[config.mk]
export PLATFORM = sky130hd
export DESIGN_NAME = moving_box_pattern_generator_unit
export DESIGN_NICKNAME = d
export VERILOG_FILES = /design/src/rtl/mbpg_pkg.sv /design/src/rtl/mbpg_cfg.sv /design/src/rtl/mbpg_pixel.sv /design/src/rtl/mbpg_motion.sv /design/src/rtl/moving_box_pattern_generator_unit.sv
export SDC_FILE = /design/constraint.sdc
export NUM_CORES = 1
export LEC_CHECK = 0
export BUFFER_PORTS_ARGS = -buffer_cell sky130_fd_sc_hd__buf_2
export CAP_MARGIN = 5
export CORE_ASPECT_RATIO = 0.7
export CORE_UTILIZATION = 35
export CTS_CLUSTER_DIAMETER = 80
export DETAILED_ROUTE_END_ITERATION = 16
export HOLD_SLACK_MARGIN = 0.08
export SLEW_MARGIN = 20
export SYNTH_ARGS = -nofsm -noshare
export SYNTH_HDL_FRONTEND = slang
export SYNTH_SLANG_ARGS = --single-unit
[constraint.sdc]
create_clock -name i_clk -period 21.4 [get_ports i_clk]
set_input_delay 4.28 -clock i_clk [delete_from_list [all_inputs] [get_ports i_clk]]
set_output_delay 4.28 -clock i_clk [all_outputs]
set_load 0.005 [all_outputs]
[src/rtl/mbpg_pkg.sv]
`default_nettype none
// ----------------------------------------------------------------------------
// Moving box pattern generator package
// Shared widths, codes, reset values and the configuration bundle.
// ----------------------------------------------------------------------------
package mbpg_pkg;

    localparam int CFG_W       = 12;
    localparam int CFG_ADDR_W  = 2;
    localparam int PIX_W       = 8;
    localparam int COORD_BITS  = 12;
    localparam int MODE_W      = 2;

    localparam logic [PIX_W-1:0] GREY = 8'd127;

    localparam logic [CFG_W-1:0] RST_PIC_WIDTH    = 12'd200;
    localparam logic [CFG_W-1:0] RST_PIC_HEIGHT   = 12'd100;
    localparam logic [CFG_W-1:0] RST_BOX_SIDE     = 12'd30;
    localparam logic [CFG_W-1:0] RST_STEP_SIZE    = 12'd17;

    typedef enum logic [MODE_W-1:0] {
        MODE_LOAD  = 2'd0,
        MODE_QUERY = 2'd1,
        MODE_MOVE  = 2'd2
    } t_mode;

    typedef enum logic [CFG_ADDR_W-1:0] {
        REG_PIC_WIDTH    = 2'd0,
        REG_PIC_HEIGHT   = 2'd1,
        REG_BOX_SIDE     = 2'd2,
        REG_STEP_SIZE    = 2'd3
    } t_reg_idx;

    typedef enum logic [2:0] {
        HEAD_RIGHT      = 3'd0,
        HEAD_DOWN_LEFT  = 3'd1,
        HEAD_LEFT       = 3'd2,
        HEAD_DOWN_RIGHT = 3'd3,
        HEAD_UP_LEFT    = 3'd4,
        HEAD_UP_RIGHT   = 3'd5
    } t_heading;

    typedef struct packed {
        logic [CFG_W-1:0] pic_width;
        logic [CFG_W-1:0] pic_height;
        logic [CFG_W-1:0] box_side;
        logic [CFG_W-1:0] step_size;
    } t_cfg;

    typedef struct packed {
        logic [PIX_W-1:0] luma;
        logic [PIX_W-1:0] cb;
        logic [PIX_W-1:0] cr;
    } t_colour;

endpackage
`default_nettype wire

[src/rtl/mbpg_cfg.sv]
`default_nettype none
// ----------------------------------------------------------------------------
// Configuration registers
// Frame size, box side and step size, written through a plain write port.
// ----------------------------------------------------------------------------
module mbpg_cfg (
    input  wire logic                           i_clk,
    input  wire logic                           i_rst_n,
    input  wire logic                           i_cfg_we,
    input  wire logic [mbpg_pkg::CFG_ADDR_W-1:0] i_cfg_addr,
    input  wire logic [mbpg_pkg::CFG_W-1:0]      i_cfg_wdata,
    output mbpg_pkg::t_cfg                      o_cfg
);

    mbpg_pkg::t_cfg r_cfg;

    always_ff @(posedge i_clk) begin
        if (!i_rst_n) begin
            r_cfg.pic_width    <= mbpg_pkg::RST_PIC_WIDTH;
            r_cfg.pic_height   <= mbpg_pkg::RST_PIC_HEIGHT;
            r_cfg.box_side     <= mbpg_pkg::RST_BOX_SIDE;
            r_cfg.step_size    <= mbpg_pkg::RST_STEP_SIZE;
        end else if (i_cfg_we) begin
            case (mbpg_pkg::t_reg_idx'(i_cfg_addr))
                mbpg_pkg::REG_PIC_WIDTH:    r_cfg.pic_width    <= i_cfg_wdata;
                mbpg_pkg::REG_PIC_HEIGHT:   r_cfg.pic_height   <= i_cfg_wdata;
                mbpg_pkg::REG_BOX_SIDE:     r_cfg.box_side     <= i_cfg_wdata;
                mbpg_pkg::REG_STEP_SIZE:    r_cfg.step_size    <= i_cfg_wdata;
                default: ;
            endcase
        end
    end

    assign o_cfg = r_cfg;

endmodule
`default_nettype wire

[src/rtl/mbpg_pixel.sv]
`default_nettype none
// ----------------------------------------------------------------------------
// Pixel colour lookup
// Decides box membership of a luma pixel and of its 2x2 chroma block.
// ----------------------------------------------------------------------------
module mbpg_pixel #(
    parameter int COORD_BITS = mbpg_pkg::COORD_BITS
) (
    input  wire logic [COORD_BITS-1:0]        i_px,
    input  wire logic [COORD_BITS-1:0]        i_py,
    input  wire logic [COORD_BITS-1:0]        i_left,
    input  wire logic [COORD_BITS-1:0]        i_top,
    input  wire logic [mbpg_pkg::CFG_W-1:0]   i_side,
    input  wire mbpg_pkg::t_colour            i_colour,
    output mbpg_pkg::t_colour                 o_colour,
    output logic                              o_in_box
);

    localparam int CALC_W = ((COORD_BITS > mbpg_pkg::CFG_W) ? COORD_BITS : mbpg_pkg::CFG_W) + 2;

    logic [CALC_W-1:0] w_px, w_py, w_cx, w_cy, w_left, w_top, w_right, w_bottom;
    logic              w_pin, w_cin;

    always_comb begin
        w_px     = CALC_W'(i_px);
        w_py     = CALC_W'(i_py);
        // Chroma block origin is the even luma coordinate.
        w_cx     = CALC_W'({i_px[COORD_BITS-1:1], 1'b0});
        w_cy     = CALC_W'({i_py[COORD_BITS-1:1], 1'b0});
        w_left   = CALC_W'(i_left);
        w_top    = CALC_W'(i_top);
        w_right  = w_left + CALC_W'(i_side);
        w_bottom = w_top + CALC_W'(i_side);

        w_pin = (w_px >= w_left) && (w_px < w_right) &&
                (w_py >= w_top) && (w_py < w_bottom);
        w_cin = (w_cx + CALC_W'(2) > w_left) && (w_cx < w_right) &&
                (w_cy + CALC_W'(2) > w_top) && (w_cy < w_bottom);

        o_in_box      = w_pin;
        o_colour.luma = w_pin ? i_colour.luma : mbpg_pkg::GREY;
        o_colour.cb   = w_cin ? i_colour.cb : mbpg_pkg::GREY;
        o_colour.cr   = w_cin ? i_colour.cr : mbpg_pkg::GREY;
    end

endmodule
`default_nettype wire

[src/rtl/mbpg_motion.sv]
`default_nettype none
// ----------------------------------------------------------------------------
// Box motion and colour state
// Holds box position, heading, phase and colour; steps the serpentine path.
// ----------------------------------------------------------------------------
module mbpg_motion #(
    parameter int COORD_BITS = mbpg_pkg::COORD_BITS
) (
    input  wire logic                         i_clk,
    input  wire logic                         i_rst_n,
    input  wire logic                         i_en,
    input  wire logic [mbpg_pkg::MODE_W-1:0]  i_mode,
    input  wire mbpg_pkg::t_colour            i_new_colour,
    input  wire mbpg_pkg::t_cfg               i_cfg,
    output logic [COORD_BITS-1:0]             o_left,
    output logic [COORD_BITS-1:0]             o_top,
    output logic [COORD_BITS-1:0]             o_next_left,
    output logic [COORD_BITS-1:0]             o_next_top,
    output mbpg_pkg::t_colour                 o_colour
);

    localparam int CALC_W = ((COORD_BITS > mbpg_pkg::CFG_W) ? COORD_BITS : mbpg_pkg::CFG_W) + 2;

    logic [COORD_BITS-1:0] r_left, r_top, n_left, n_top;
    mbpg_pkg::t_heading    r_heading, n_heading, w_head;
    logic                  r_phase, n_phase;
    mbpg_pkg::t_colour     r_colour;

    logic                  w_move, w_load, w_vert;
    logic [CALC_W-1:0]     w_side, w_step, w_fwd_pos, w_fwd_lim, w_edge, w_ret_pos;
    logic                  w_fits, w_sat;
    logic [COORD_BITS-1:0] w_adv_new, w_ret_new;
    logic                  w_chk_corner, w_chk_origin, w_corner, w_origin;

    assign w_move = i_en && (mbpg_pkg::t_mode'(i_mode) == mbpg_pkg::MODE_MOVE);
    assign w_load = i_en && (mbpg_pkg::t_mode'(i_mode) == mbpg_pkg::MODE_LOAD);

    // Fold the stored heading onto the cases the current phase knows.
    always_comb begin
        case (r_heading)
            mbpg_pkg::HEAD_RIGHT, mbpg_pkg::HEAD_LEFT: w_head = r_heading;
            mbpg_pkg::HEAD_DOWN_LEFT, mbpg_pkg::HEAD_UP_LEFT:
                w_head = r_phase ? mbpg_pkg::HEAD_UP_LEFT : mbpg_pkg::HEAD_DOWN_LEFT;
            mbpg_pkg::HEAD_DOWN_RIGHT, mbpg_pkg::HEAD_UP_RIGHT:
                w_head = r_phase ? mbpg_pkg::HEAD_UP_RIGHT : mbpg_pkg::HEAD_DOWN_RIGHT;
            default: w_head = mbpg_pkg::HEAD_RIGHT;
        endcase
    end

    assign w_vert = (w_head != mbpg_pkg::HEAD_RIGHT) && (w_head != mbpg_pkg::HEAD_LEFT);

    // One shared forward unit and one shared backward unit.
    always_comb begin
        w_side    = CALC_W'(i_cfg.box_side);
        w_step    = CALC_W'(i_cfg.step_size);
        w_fwd_pos = w_vert ? CALC_W'(r_top) : CALC_W'(r_left);
        w_fwd_lim = w_vert ? CALC_W'(i_cfg.pic_height) : CALC_W'(i_cfg.pic_width);
        w_fits    = (w_fwd_pos + w_side + w_step) <= w_fwd_lim;
        w_edge    = (w_fwd_lim > w_side) ? (w_fwd_lim - w_side) : '0;
        w_adv_new = w_fits ? COORD_BITS'(w_fwd_pos + w_step) : COORD_BITS'(w_edge);

        w_ret_pos = w_vert ? CALC_W'(r_top) : CALC_W'(r_left);
        w_sat     = w_ret_pos < w_step;
        w_ret_new = w_sat ? '0 : COORD_BITS'(w_ret_pos - w_step);
    end

    always_comb begin
        n_left       = r_left;
        n_top        = r_top;
        n_heading    = r_heading;
        w_chk_corner = 1'b0;
        w_chk_origin = 1'b0;
        case (w_head)
            mbpg_pkg::HEAD_RIGHT: begin
                n_left = w_adv_new;
                if (!w_fits) begin
                    n_heading = r_phase ? mbpg_pkg::HEAD_UP_LEFT : mbpg_pkg::HEAD_DOWN_LEFT;
                end
                w_chk_corner = !r_phase;
            end
            mbpg_pkg::HEAD_DOWN_LEFT: begin
                n_heading    = mbpg_pkg::HEAD_LEFT;
                n_top        = w_adv_new;
                w_chk_corner = 1'b1;
            end
            mbpg_pkg::HEAD_DOWN_RIGHT: begin
                n_heading = mbpg_pkg::HEAD_RIGHT;
                n_top     = w_adv_new;
            end
            mbpg_pkg::HEAD_UP_LEFT: begin
                n_heading = mbpg_pkg::HEAD_LEFT;
                n_top     = w_ret_new;
            end
            mbpg_pkg::HEAD_UP_RIGHT: begin
                n_heading    = mbpg_pkg::HEAD_RIGHT;
                n_top        = w_ret_new;
                w_chk_origin = 1'b1;
            end
            default: begin
                n_left = w_ret_new;
                if (w_sat) begin
                    n_heading = r_phase ? mbpg_pkg::HEAD_UP_RIGHT : mbpg_pkg::HEAD_DOWN_RIGHT;
                end
                w_chk_origin = r_phase;
            end
        endcase
    end

    assign w_corner = (CALC_W'(n_left) + w_side == CALC_W'(i_cfg.pic_width)) &&
                      (CALC_W'(n_top) + w_side == CALC_W'(i_cfg.pic_height));
    assign w_origin = (n_left == '0) && (n_top == '0);

    always_comb begin
        n_phase = r_phase;
        if (w_chk_corner && w_corner) begin
            n_phase = 1'b1;
        end else if (w_chk_origin && w_origin) begin
            n_phase = 1'b0;
        end
    end

    always_ff @(posedge i_clk) begin
        if (!i_rst_n) begin
            r_left    <= '0;
            r_top     <= '0;
            r_heading <= mbpg_pkg::HEAD_RIGHT;
            r_phase   <= 1'b0;
            r_colour  <= '0;
        end else begin
            if (w_move) begin
                r_left    <= n_left;
                r_top     <= n_top;
                r_heading <= n_heading;
                r_phase   <= n_phase;
            end
            if (w_load) begin
                r_colour <= i_new_colour;
            end
        end
    end

    assign o_left      = r_left;
    assign o_top       = r_top;
    assign o_next_left = w_move ? n_left : r_left;
    assign o_next_top  = w_move ? n_top : r_top;
    assign o_colour    = r_colour;

`ifndef SYNTHESIS
    // The return phase only starts once the box sits in the far corner.
    a_phase_rise_corner: assert property (@(posedge i_clk) disable iff (!i_rst_n)
        $rose(r_phase) |->
            (CALC_W'(r_left) + CALC_W'($past(i_cfg.box_side)) ==
             CALC_W'($past(i_cfg.pic_width))) &&
            (CALC_W'(r_top) + CALC_W'($past(i_cfg.box_side)) ==
             CALC_W'($past(i_cfg.pic_height))))
        else $error("return phase started away from the far corner");

    // The downward phase only resumes at the origin.
    a_phase_fall_origin: assert property (@(posedge i_clk) disable iff (!i_rst_n)
        $fell(r_phase) |-> (r_left == '0) && (r_top == '0))
        else $error("downward phase resumed away from the origin");

    // Position changes only through a move.
    a_pos_only_on_move: assert property (@(posedge i_clk) disable iff (!i_rst_n)
        !w_move |=> $stable(r_left) && $stable(r_top))
        else $error("box position changed without a move");
`endif

endmodule
`default_nettype wire

[src/rtl/moving_box_pattern_generator_unit.sv]
`default_nettype none
// ----------------------------------------------------------------------------
// Moving box pattern generator
// Serves pixel queries, colour loads and frame moves for a moving box pattern.
// ----------------------------------------------------------------------------
// Timing: an accepted item passes through the input register and then the
// output register before o_m_tvalid offers its result.
// Throughput: one item per cycle while i_m_tready stays high; the input register
// and the output register each hold one item, so one item is taken while a result waits.
// Reset: synchronous, active low; clears both valid flags, the box position,
// heading, phase and colour, and loads the default frame, box and step sizes.
module moving_box_pattern_generator_unit #(
    parameter  int COORD_BITS = mbpg_pkg::COORD_BITS,
    localparam int IN_DATA_W  = ((2 * COORD_BITS + 3 * mbpg_pkg::PIX_W + 7) / 8) * 8,
    localparam int OUT_DATA_W = ((3 * mbpg_pkg::PIX_W + 1 + 2 * COORD_BITS + 7) / 8) * 8
) (
    input  wire logic                            i_clk,
    input  wire logic                            i_rst_n,
    // Slave side
    input  wire logic                            i_s_tvalid,
    output logic                                 o_s_tready,
    // tdata: pixel_x, pixel_y, new_luma, new_cb, new_cr (from bit 0 up)
    input  wire logic [IN_DATA_W-1:0]            i_s_tdata,
    // tuser: mode
    input  wire logic [mbpg_pkg::MODE_W-1:0]     i_s_tuser,
    // Master side
    output logic                                 o_m_tvalid,
    input  wire logic                            i_m_tready,
    // tdata: luma_out, cb_out, cr_out, in_box, box_col, box_row, zero fill
    output logic [OUT_DATA_W-1:0]                o_m_tdata,
    // Configuration write port
    input  wire logic                            i_cfg_we,
    input  wire logic [mbpg_pkg::CFG_ADDR_W-1:0] i_cfg_addr,
    input  wire logic [mbpg_pkg::CFG_W-1:0]      i_cfg_wdata
);

    localparam int PW         = mbpg_pkg::PIX_W;
    localparam int OUT_RAW_W  = 3 * PW + 1 + 2 * COORD_BITS;

    mbpg_pkg::t_cfg            w_cfg;

    logic                      r_in_valid;
    logic [mbpg_pkg::MODE_W-1:0] r_mode;
    logic [COORD_BITS-1:0]     r_px, r_py;
    mbpg_pkg::t_colour         r_new_colour;

    logic                      r_out_valid;
    logic [OUT_RAW_W-1:0]      r_out_data;

    logic                      w_adv, w_query, w_in_box;
    logic [COORD_BITS-1:0]     w_left, w_top, w_next_left, w_next_top;
    mbpg_pkg::t_colour         w_colour, w_pix_colour, w_res_colour;
    logic [OUT_RAW_W-1:0]      n_out_data;

    // An item leaves the input register when the output register is free or drains.
    assign w_adv      = r_in_valid && (!r_out_valid || i_m_tready);
    assign o_s_tready = !r_in_valid || w_adv;

    always_ff @(posedge i_clk) begin
        if (!i_rst_n) begin
            r_in_valid <= 1'b0;
        end else if (o_s_tready) begin
            r_in_valid <= i_s_tvalid;
        end
    end

    always_ff @(posedge i_clk) begin
        if (i_s_tvalid && o_s_tready) begin
            r_mode            <= i_s_tuser;
            r_px              <= i_s_tdata[COORD_BITS-1:0];
            r_py              <= i_s_tdata[2*COORD_BITS-1:COORD_BITS];
            r_new_colour.luma <= i_s_tdata[2*COORD_BITS+PW-1:2*COORD_BITS];
            r_new_colour.cb   <= i_s_tdata[2*COORD_BITS+2*PW-1:2*COORD_BITS+PW];
            r_new_colour.cr   <= i_s_tdata[2*COORD_BITS+3*PW-1:2*COORD_BITS+2*PW];
        end
    end

    mbpg_cfg u_cfg (
        .i_clk       (i_clk),
        .i_rst_n     (i_rst_n),
        .i_cfg_we    (i_cfg_we),
        .i_cfg_addr  (i_cfg_addr),
        .i_cfg_wdata (i_cfg_wdata),
        .o_cfg       (w_cfg)
    );

    mbpg_motion #(.COORD_BITS(COORD_BITS)) u_motion (
        .i_clk        (i_clk),
        .i_rst_n      (i_rst_n),
        .i_en         (w_adv),
        .i_mode       (r_mode),
        .i_new_colour (r_new_colour),
        .i_cfg        (w_cfg),
        .o_left       (w_left),
        .o_top        (w_top),
        .o_next_left  (w_next_left),
        .o_next_top   (w_next_top),
        .o_colour     (w_colour)
    );

    mbpg_pixel #(.COORD_BITS(COORD_BITS)) u_pixel (
        .i_px     (r_px),
        .i_py     (r_py),
        .i_left   (w_left),
        .i_top    (w_top),
        .i_side   (w_cfg.box_side),
        .i_colour (w_colour),
        .o_colour (w_pix_colour),
        .o_in_box (w_in_box)
    );

    // Pixel fields are zero for everything but a query.
    assign w_query      = mbpg_pkg::t_mode'(r_mode) == mbpg_pkg::MODE_QUERY;
    assign w_res_colour = w_query ? w_pix_colour : '0;
    assign n_out_data   = {w_next_top, w_next_left, w_query && w_in_box,
                           w_res_colour.cr, w_res_colour.cb, w_res_colour.luma};

    always_ff @(posedge i_clk) begin
        if (!i_rst_n) begin
            r_out_valid <= 1'b0;
        end else if (w_adv) begin
            r_out_valid <= 1'b1;
        end else if (i_m_tready) begin
            r_out_valid <= 1'b0;
        end
    end

    always_ff @(posedge i_clk) begin
        if (w_adv) begin
            r_out_data <= n_out_data;
        end
    end

    assign o_m_tvalid = r_out_valid;
    assign o_m_tdata  = OUT_DATA_W'(r_out_data);

`ifndef SYNTHESIS
    // Nothing is offered downstream in the cycle after reset.
    a_reset_idle: assert property (@(posedge i_clk)
        !i_rst_n |=> !o_m_tvalid && !r_in_valid)
        else $error("valid flags not cleared by reset");

    // A held item stays in the input register until it moves on.
    a_item_kept: assert property (@(posedge i_clk) disable iff (!i_rst_n)
        (r_in_valid && !w_adv) |=> r_in_valid && $stable(r_mode))
        else $error("pending item lost from the input register");

    // Both stages full and stalled means no new transfer is taken.
    a_full_blocks: assert property (@(posedge i_clk) disable iff (!i_rst_n)
        (r_in_valid && r_out_valid && !i_m_tready) |-> !o_s_tready)
        else $error("transfer taken while both stages are full");
`endif

endmodule
`default_nettype wire

# After elaboration in Yosys (flattened, before gate mapping)
# Index checks and enable logic that the tools add are counted.
[totals] register_bits=201
[op_classes] n_mux=24 eq_ne=18 n_reduce_logical=48 order_cmp=11 addsub=11
[ops] cell="12-bit 2-to-1 mux" count=7
[ops] cell="12-bit by 14-bit less-than comparator with 1-bit output" count=4
[ops] cell="12-bit by 12-bit adder with 13-bit output" count=4
[ops] cell="12-bit case mux with 2 select lines" count=2
[ops] cell="14-bit by 12-bit > comparator with 1-bit output" count=3
[ops] cell="14-bit by 12-bit adder with 14-bit output" count=2
[ops] cell="14-bit by 12-bit equality test with 1-bit output" count=2
[ops] cell="12-bit by 2-bit adder with 13-bit output (second input constant)" count=2
[ops] cell="12-bit greater-or-equal comparator" count=2
[ops] cell="12-bit zero test" count=2
[ops] cell="12-bit subtractor" count=2
[ops] cell="7-bit 2-to-1 mux" count=3
[ops] cell="3-bit case mux with 3 select lines" count=2
[ops] cell="1-bit logical AND" count=16
[ops] cell="14-bit <= comparator" count=1
[ops] cell="14-bit by 12-bit less-than comparator with 1-bit output" count=1
[ops] cell="2-bit AND reduction" count=7
[ops] cell="2-bit OR reduction" count=7
[ops] cell="12-bit adder" count=1
[ops] cell="3-bit equality test (second input constant)" count=4
[ops] cell="3-bit 2-to-1 mux" count=4
[ops] cell="3-bit by 2-bit equality test with 1-bit output (second input constant)" count=3
[ops] cell="4-bit OR reduction" count=2
[ops] cell="2-bit equality test (second input constant)" count=3
[ops] cell="14 further kinds" count=26

# Depth between registers and ports, before layout
# Gate-level depths: netlist (run 1).
[logic_depth] word_depth=17 ltp_mapped=41 mapped_depth_nobuf=37

# Cells and area by module
# From an unflattened synthesis (run 1), not the netlist that was laid out.
[unflattened] hier_cells=1732 hier_area_um2=15617.5
[by_module_without_submodules] module="mbpg_motion" seq_area_each_um2=1041.0 area_per_inst_um2=7156.9 cells_per_inst=975 instances=1
[by_module_without_submodules] module="moving_box_pattern_generator_unit" seq_area_each_um2=3012.9 area_per_inst_um2=3323.2 cells_per_inst=144 instances=1
[by_module_without_submodules] module="mbpg_pixel" seq_area_each_um2=0.0 area_per_inst_um2=3254.4 cells_per_inst=427 instances=1
[by_module_without_submodules] module="mbpg_cfg" seq_area_each_um2=960.9 area_per_inst_um2=1883.1 cells_per_inst=186 instances=1

# Worst setup path after synthesis (run 1)
# Ideal clock, no wire load.
[synth_path] path_type="input -> output" from="input port i_m_tready" to="output port o_s_tready" path_stages=2 arrival_time_ps=4524 path_slack_ps=12596 path_cell_list="nor2b_1 -> nand2_1"
[synth_between] elab_chain_cells=3
[synth_rtl] item="start, declared" line="moving_box_pattern_generator_unit.sv:28" rtl="input wire logic i_m_tready,"
[synth_rtl] item="1-bit logical OR" line="moving_box_pattern_generator_unit.sv:56" rtl="assign w_adv = r_in_valid && (!r_out_valid || i_m_tready);"
[synth_rtl] item="1-bit logical AND" line="moving_box_pattern_generator_unit.sv:56"
[synth_rtl] item="1-bit logical OR" line="moving_box_pattern_generator_unit.sv:57" rtl="assign o_s_tready = !r_in_valid || w_adv;"
[synth_rtl] item="end, declared" line="moving_box_pattern_generator_unit.sv:21" rtl="output logic o_s_tready,"
# Every way passes these cells.

# Final worst setup path (run 1)
[layout_path] from="register u_motion.r_heading[2]" to="register u_motion.r_phase"
[layout_between] elab_chain_cells=17
[layout_rtl] item="start, declared" line="mbpg_motion.sv:25" rtl="mbpg_pkg::t_heading r_heading, n_heading, w_head;"
[layout_rtl] item="start signal, assigned" line="mbpg_motion.sv:126" rtl="r_heading <= mbpg_pkg::HEAD_RIGHT;"
[layout_rtl] item="start signal, assigned" line="mbpg_motion.sv:133" rtl="r_heading <= n_heading;"
[layout_rtl] item="3-bit by 2-bit equality test with 1-bit output (tied with other cells)" line="mbpg_motion.sv:40" rtl="case (r_heading)"
[layout_rtl] item="2-bit OR reduction" line="mbpg_motion.sv:40"
[layout_rtl] item="3-bit case mux with 3 select lines *" line="mbpg_motion.sv:40"
[layout_rtl] item="3-bit by 2-bit != test with 1-bit output or 3-bit nonzero test (tied branches)" line="mbpg_motion.sv:50" rtl="assign w_vert = (w_head != mbpg_pkg::HEAD_RIGHT) && (w_head != mbpg_pkg::HEAD_LEFT);"
[layout_rtl] item="1-bit logical AND" line="mbpg_motion.sv:50"
[layout_rtl] item="12-bit 2-to-1 mux" line="mbpg_motion.sv:56, mbpg_motion.sv:62"
[layout_rtl] item="14-bit by 12-bit adder with 14-bit output (2 in series)" line="mbpg_motion.sv:58" rtl="w_fits = (w_fwd_pos + w_side + w_step) <= w_fwd_lim;"
[layout_rtl] item="14-bit <= comparator" line="mbpg_motion.sv:58"
[layout_rtl] item="12-bit 2-to-1 mux" line="mbpg_motion.sv:60" rtl="w_adv_new = w_fits ? COORD_BITS'(w_fwd_pos + w_step) : COORD_BITS'(w_edge);"
[layout_rtl] item="12-bit case mux with 2 select lines" line="mbpg_motion.sv:73" rtl="case (w_head)"
[layout_rtl] item="12-bit by 12-bit adder with 13-bit output (on tied branches)" line="mbpg_motion.sv:109, mbpg_motion.sv:110"
[layout_rtl] item="14-bit by 12-bit equality test with 1-bit output (on tied branches)" line="mbpg_motion.sv:109, mbpg_motion.sv:110"
[layout_rtl] item="1-bit logical AND" line="mbpg_motion.sv:109" rtl="assign w_corner = (CALC_W'(n_left) + w_side == CALC_W'(i_cfg.pic_width)) &&"
[layout_rtl] item="1-bit logical AND" line="mbpg_motion.sv:115" rtl="if (w_chk_corner && w_corner) begin"
[layout_rtl] item="2-bit nonzero test (no source line)"
[layout_rtl] item="2-bit AND reduction (no source line)"
[layout_rtl] item="end signal, assigned" line="mbpg_motion.sv:134" rtl="r_phase <= n_phase;"
[layout_rtl] item="end, declared" line="mbpg_motion.sv:26" rtl="logic r_phase, n_phase;"
# Every way passes the cells marked *; elsewhere a longest branch is shown, timed or not.
# A chain may end at the register's enable or synchronous reset.

==> flow_summary.json, run 1 <==
{
  "grt_pass1_wl_mm": 75.74,
  "critPathKind": "flop to flop",
  "fp.dieW_um": 252.4,
  "reg2reg_to": "u_motion.r_phase",
  "clock-sinks": 201,
  "htreeDepth": 1,
  "hold_end": "u_motion.o_colour[7]",
  "overflow": 0,
  "numCtsBuffers": 23,
  "grt_usage_pct": 22.56,
  "synth_area_sq_um": 15360,
  "p_leak_nw": 7.436,
  "ys.flop_type": "dfxtp_1",
  "initial_core_util_pct": 35.88,
  "totalWireLength_mm": 51.29,
  "coreArea_sq_um": 42800,
  "clk_path_buf_depth": 3,
  "drive_above_1_share_pct": 10.81,
  "clk_latency_ps": 550,
  "rrSetupSlack_ps": 12090,
  "drt_first_pass_iters": 5,
  "ant_nets": 0,
  "numPortBuffers": 119,
  "cap_viol_max_count": 0,
  "final_cell_mix": "nand2_1, ha_1, inv_1",
  "critPathSlowestCell": "dfxtp_1",
  "synthCells": 1778,
  "cp-end-kind": "flop",
  "hold_start": "u_motion.o_colour[7]",
  "slew_viol_final": 0,
  "syn2layout_area_growth_pct": 13.01,
  "postCtsSetupRepairBufs": 0,
  "vdd_drop_max_mv": 0.05066,
  "min_path_cells": 2,
  "fillers": 4339,
  "nets": 2149,
  "worst_slack_ps": 12090,
  "hpwlAfterDp_mm": 40.67,
  "place_ws_ps": 12350,
  "r2r_start": "u_motion.r_heading[2]",
  "cp_data_arrival_time_ps": 9780,
  "grt_max_degree": 103,
  "setup_viol": 0,
  "cts_resized": 0,
  "grt_pass1_vias": 12444,
  "diodes": 0,
  "holdCritPathClass": "flop to flop",
  "drt_iter0_markers": 1165,
  "placementRows": 63,
  "avgSynthCellArea_sq_um": 8.637,
  "cts_tree": "done",
  "wire_per_inst_um": 20.67,
  "seq_area_frac_synth_pct": 32.66,
  "tightest_slew_ps": 1019,
  "asyncSetResetFlopFracSynth_pct": 0,
  "clock_skew_ps": 20.86,
  "fin_crit_ps": 9306,
  "power.total_mw": 1.101,
  "grt_setup_unrepaired": "false",
  "holdBufCountCts": 0,
  "design.portCount": 127,
  "fin_crit_sh_pct": 43.49,
  "ys_warn_count": 0,
  "dieHeight_um": 177.3,
  "ys_ff_latch": 201,
  "reg2reg_depth": 35,
  "cts_root_buffer": "clkbuf_16",
  "setup-tns-final_ps": 0,
  "clkTransAtPathRegs_ps": 60,
  "drc": 0,
  "via_per_inst": 5.426,
  "fmax_ghz": 0.1075,
  "cp_slowest_stage_delay_ps": 650,
  "die_area_sq_um": 44730,
  "antenna_found_initial": 0,
  "hold_viol_final": 0,
  "status": "completed",
  "cp.required_ps": 21870,
  "gp_congestion": 0.9806,
  "vias": 13461,
  "p_per_area_nw_per_um2": 63.47,
  "final_common_cell": "nand2_1",
  "max-slew-margin-rel_pct": 31.82,
  "cp-start-kind": "flop",
  "critPathMaxFanout": 49,
  "synth_edf_count": 99,
  "ys_types": 74
}
==> metal layers <==
| layer | up-vias | routed length (um) | global-route usage [%] |
|---|---|---|---|
| met5 | - | 0 | 0 |
| met4 | 0 | 1015 | 4.394 |
| met3 | 66 | 5904 | 8.191 |
| met2 | 548 | 19440 | 30.89 |
| met1 | 6392 | 24930 | 33.31 |
| li1 | 6455 | - | - |
==> metrics by stage <==
step | hold WS (ps) | cell area [sq um] | utilization (%) | cells
2_1_floorplan | 439.0 | 15380 | - | 1784
3_3_place_gp | 449.2 | 16580 | 38.73 | 2440
3_5_place_dp | 459.3 | 16580 | 38.73 | 2440
4_1_cts | 467.5 | 17350 | 40.54 | 2481
5_1_grt | 485.8 | 17350 | 40.54 | 2481
6_report | 462.1 | 17350 | 40.54 | 2481
==> power by group <==
| group | internal [mW] | switching [mW] |
|---|---|---|
| Clock | 0.234 | 0.169 |
| Combinational | 0.102 | 0.159 |
| Sequential | 0.420 | 0.0178 |
| Total | 0.756 | 0.345 |
==> cells by family (layout without fill, tap and decap cells) <==
kind of cell    count (synthesis)  count (layout)  synth area share [%]
simple gates                  583             583                 17.82
compound gates                450             450                 19.54
buf+inv                       224             336                 5.728
flops                         201             201                 32.66
fa+ha+maj                     200             200                 17.27
xor+xnor                      107             107                 6.103
mux                            12              12                0.8555
other cells                     1               7               0.02442
==> flip-flops by register name (all words and copies together) (netlist names), 3 cells and up <==
name / cells
u_motion.o_left: 12
u_motion.o_colour: 24
r_py: 12
r_out_data: 49
r_new_colour: 24
u_cfg.o_cfg: 48
r_px: 12
u_motion.o_top: 12
u_motion.r_heading: 3
==> Yosys cell counts (20+ instances only) <==
master	count	area, sq um
a21boi_0	61	457.9
a21o_1	38	285.3
a21oi_1	114	570.6
and2_1	29	181.4
and3_1	20	125.1
clkbuf_1	49	183.9
dfxtp_1	102	2042
edfxtp_1	99	2973
fa_1	20	400.4
ha_1	180	2252
inv_1	159	596.8
nand2_1	257	964.7
nand3_1	45	225.2
nor2_1	95	356.6
nor2b_1	27	168.9
nor3_1	28	140.1
o211ai_1	29	217.7
o21a_1	38	285.3
o21ai_0	66	330.3
xnor2_1	64	560.5
xor2_1	43	376.6
==> how the worst max path moves through the flow <==
| stage | start | end | slack [ps] | depth (start not counted) |
|---|---|---|---|---|
| 6_report | u_motion.r_heading[2] | u_motion.r_phase | 12090 | 35 |
| 4_1_cts | u_motion.r_heading[2] | u_motion.r_phase | 12280 | 35 |
| 3_5_place_dp | i_m_tready | o_s_tready | 12350 | 4 |
| 2_1_floorplan | i_m_tready | o_s_tready | 12600 | 2 |
| 5_1_grt | u_motion.r_heading[2] | u_motion.r_phase | 11430 | 35 |
| 3_3_place_gp | i_m_tready | o_s_tready | 12360 | 4 |
==> final cells by class <==
class	instances	area (sq um)	share of cell area, %
Multi-Input combinational cell	1359	9515	54.83
Sequential cell	201	5015	28.90
Tap cell	585	732.0	4.218
Timing Repair Buffer	135	715.7	4.124
Clock buffer	30	664.4	3.828
Inverter	160	600.6	3.461
Clock inverter	11	111.4	0.6417
==> worst max-delay path, delay by kind of cell, from the launching register on <==
family / cells / cell delay [ps]
compound gates: 14 / 3120
xor+xnor: 1 / 140
fa+ha+maj: 5 / 1730
buf+inv: 2 / 560
flops: 1 / 650
mux: 1 / 230
simple gates: 12 / 2740
(Power assumes the default switching activity.)
==> run 2: changes to the inputs <==
- clock period: 21.4 -> 9.01 ns (I/O delays scaled with it)
==> flow_summary.json, run 2 (synthesis results as in run 1) <==
{
  "status": "completed",
  "r2r_start": "u_motion.r_heading[2]",
  "cts_resized": 0,
  "grt_usage_pct": 22.89,
  "worst_slack_ps": 576.5,
  "dieHeight_um": 177.3,
  "drt_first_pass_iters": 5,
  "gp_congestion": 0.9860,
  "drc": 0,
  "final_cell_mix": "nand2_1, ha_1, inv_1",
  "place_ws_ps": 554.9,
  "hold_viol_final": 0,
  "drt_iter0_markers": 1111,
  "p_leak_nw": 7.452,
  "cap_viol_max_count": 0,
  "clock-sinks": 201,
  "cp-start-kind": "flop",
  "initial_core_util_pct": 35.88,
  "drive_above_1_share_pct": 11.26,
  "fillers": 4363,
  "cp.required_ps": 9460,
  "tightest_slew_ps": 1037,
  "syn2layout_area_growth_pct": 13.11,
  "die_area_sq_um": 44730,
  "grt_pass1_wl_mm": 76.67,
  "critPathSlowestCell": "dfxtp_1",
  "min_path_cells": 2,
  "clk_latency_ps": 530,
  "final_common_cell": "nand2_1",
  "clock_skew_ps": 17.32,
  "p_per_area_nw_per_um2": 145.3,
  "overflow": 0,
  "critPathKind": "flop to flop",
  "reg2reg_to": "u_motion.r_phase",
  "vdd_drop_max_mv": 0.1143,
  "slew_viol_final": 0,
  "power.total_mw": 2.524,
  "nets": 2163,
  "hpwlAfterDp_mm": 41.84,
  "coreArea_sq_um": 42800,
  "fin_crit_sh_pct": 93.60,
  "fp.dieW_um": 252.4,
  "post-route-util_pct": 40.58,
  "diodes": 0,
  "max-slew-margin-rel_pct": 30.61,
  "cp-end-kind": "flop",
  "cts_root_buffer": "clkbuf_16",
  "antenna_found_initial": 0,
  "fin_area_sq_um": 17370,
  "grt_setup_unrepaired": "false",
  "grt_max_degree": 76,
  "grt_pass1_vias": 12306,
  "numPortBuffers": 119,
  "cts_tree": "done",
  "critPathMaxFanout": 20,
  "hold_end": "u_motion.o_colour[9]",
  "via_per_inst": 5.397,
  "placementRows": 63,
  "clk_path_buf_depth": 3,
  "setup_viol": 0,
  "cp_slowest_stage_delay_ps": 500,
  "setup-tns-final_ps": 0,
  "reg2reg_depth": 34,
  "layout.cells.non_filler": 2494,
  "hold_start": "u_motion.o_colour[9]",
  "dpl.cell_count": 2454,
  "htreeDepth": 1,
  "dpl-instance-area_sq_um": 16680,
  "hold_ws_ps": 462.2,
  "clkTransAtPathRegs_ps": 60,
  "design.portCount": 127,
  "postCtsSetupRepairBufs": 0,
  "holdBufCountCts": 0,
  "regMostFlops": "r_out_data",
  "holdCritPathClass": "flop to flop",
  "largest_reg_flops": 49,
  "fin_crit_ps": 8433,
  "wire_per_inst_um": 20.93,
  "ant_nets": 0,
  "totalWireLength_mm": 52.19,
  "cp_data_arrival_time_ps": 8890,
  "numCtsBuffers": 22,
  "fmax_ghz": 0.1186,
  "vias": 13459,
  "rrSetupSlack_ps": 580
}
[run 2: worst max-delay path: cells and delay by family, from the launching register on]
family                   cells  cell delay, ps
AO/OA/AOI/OAI               17            4190
XOR/XNOR                     2             270
adder cells (fa/ha/maj)      5            1840
buffers and inverters        2             230
flip-flops                   1             500
AND/OR/NAND/NOR              8            1330
[run 2: worst max-delay path by stage]
stage	startpoint	endpoint	slack [ps]
floorplan	u_motion.r_heading[0]	u_motion.r_phase	1190
global placement	u_motion.r_heading[0]	u_motion.r_phase	710
detailed placement	u_motion.r_heading[0]	u_motion.r_phase	550
CTS	u_motion.r_heading[0]	u_motion.r_phase	500
global route	u_motion.r_heading[2]	u_motion.r_phase	90
finish	u_motion.r_heading[2]	u_motion.r_phase	580
[run 2: final cells by class]
cell class                 instances  area [sq um]  share of cell area, %
multi-input combinational       1360          9533                  54.88
clock buffer                      28         594.3                  3.422
timing repair buffer             149         820.8                  4.726
clock inverter                    11         73.82                 0.4250
tap                              585         732.0                  4.214
inverter                         160         600.6                  3.458
sequential                       201          5015                  28.87
[run 2: per-layer routing]
metal / up-vias / GRT usage (%) / wire, um
li1: 6493 / - / -
met1: 6428 / 34.99 / 26170
met2: 490 / 30.69 / 19590
met3: 48 / 7.456 / 5565
met4: 0 / 4.066 / 859
met5: - / 0 / 0
[run 2: where the power goes]
part | switching [mW] | total [mW] | leakage [nW] | internal, mW
registers | 0.0366 | 1.04 | 1.78 | 0.999
logic | 0.390 | 0.639 | 5.33 | 0.249
clock network | 0.380 | 0.850 | 0.334 | 0.470
total | 0.806 | 2.52 | 7.45 | 1.72
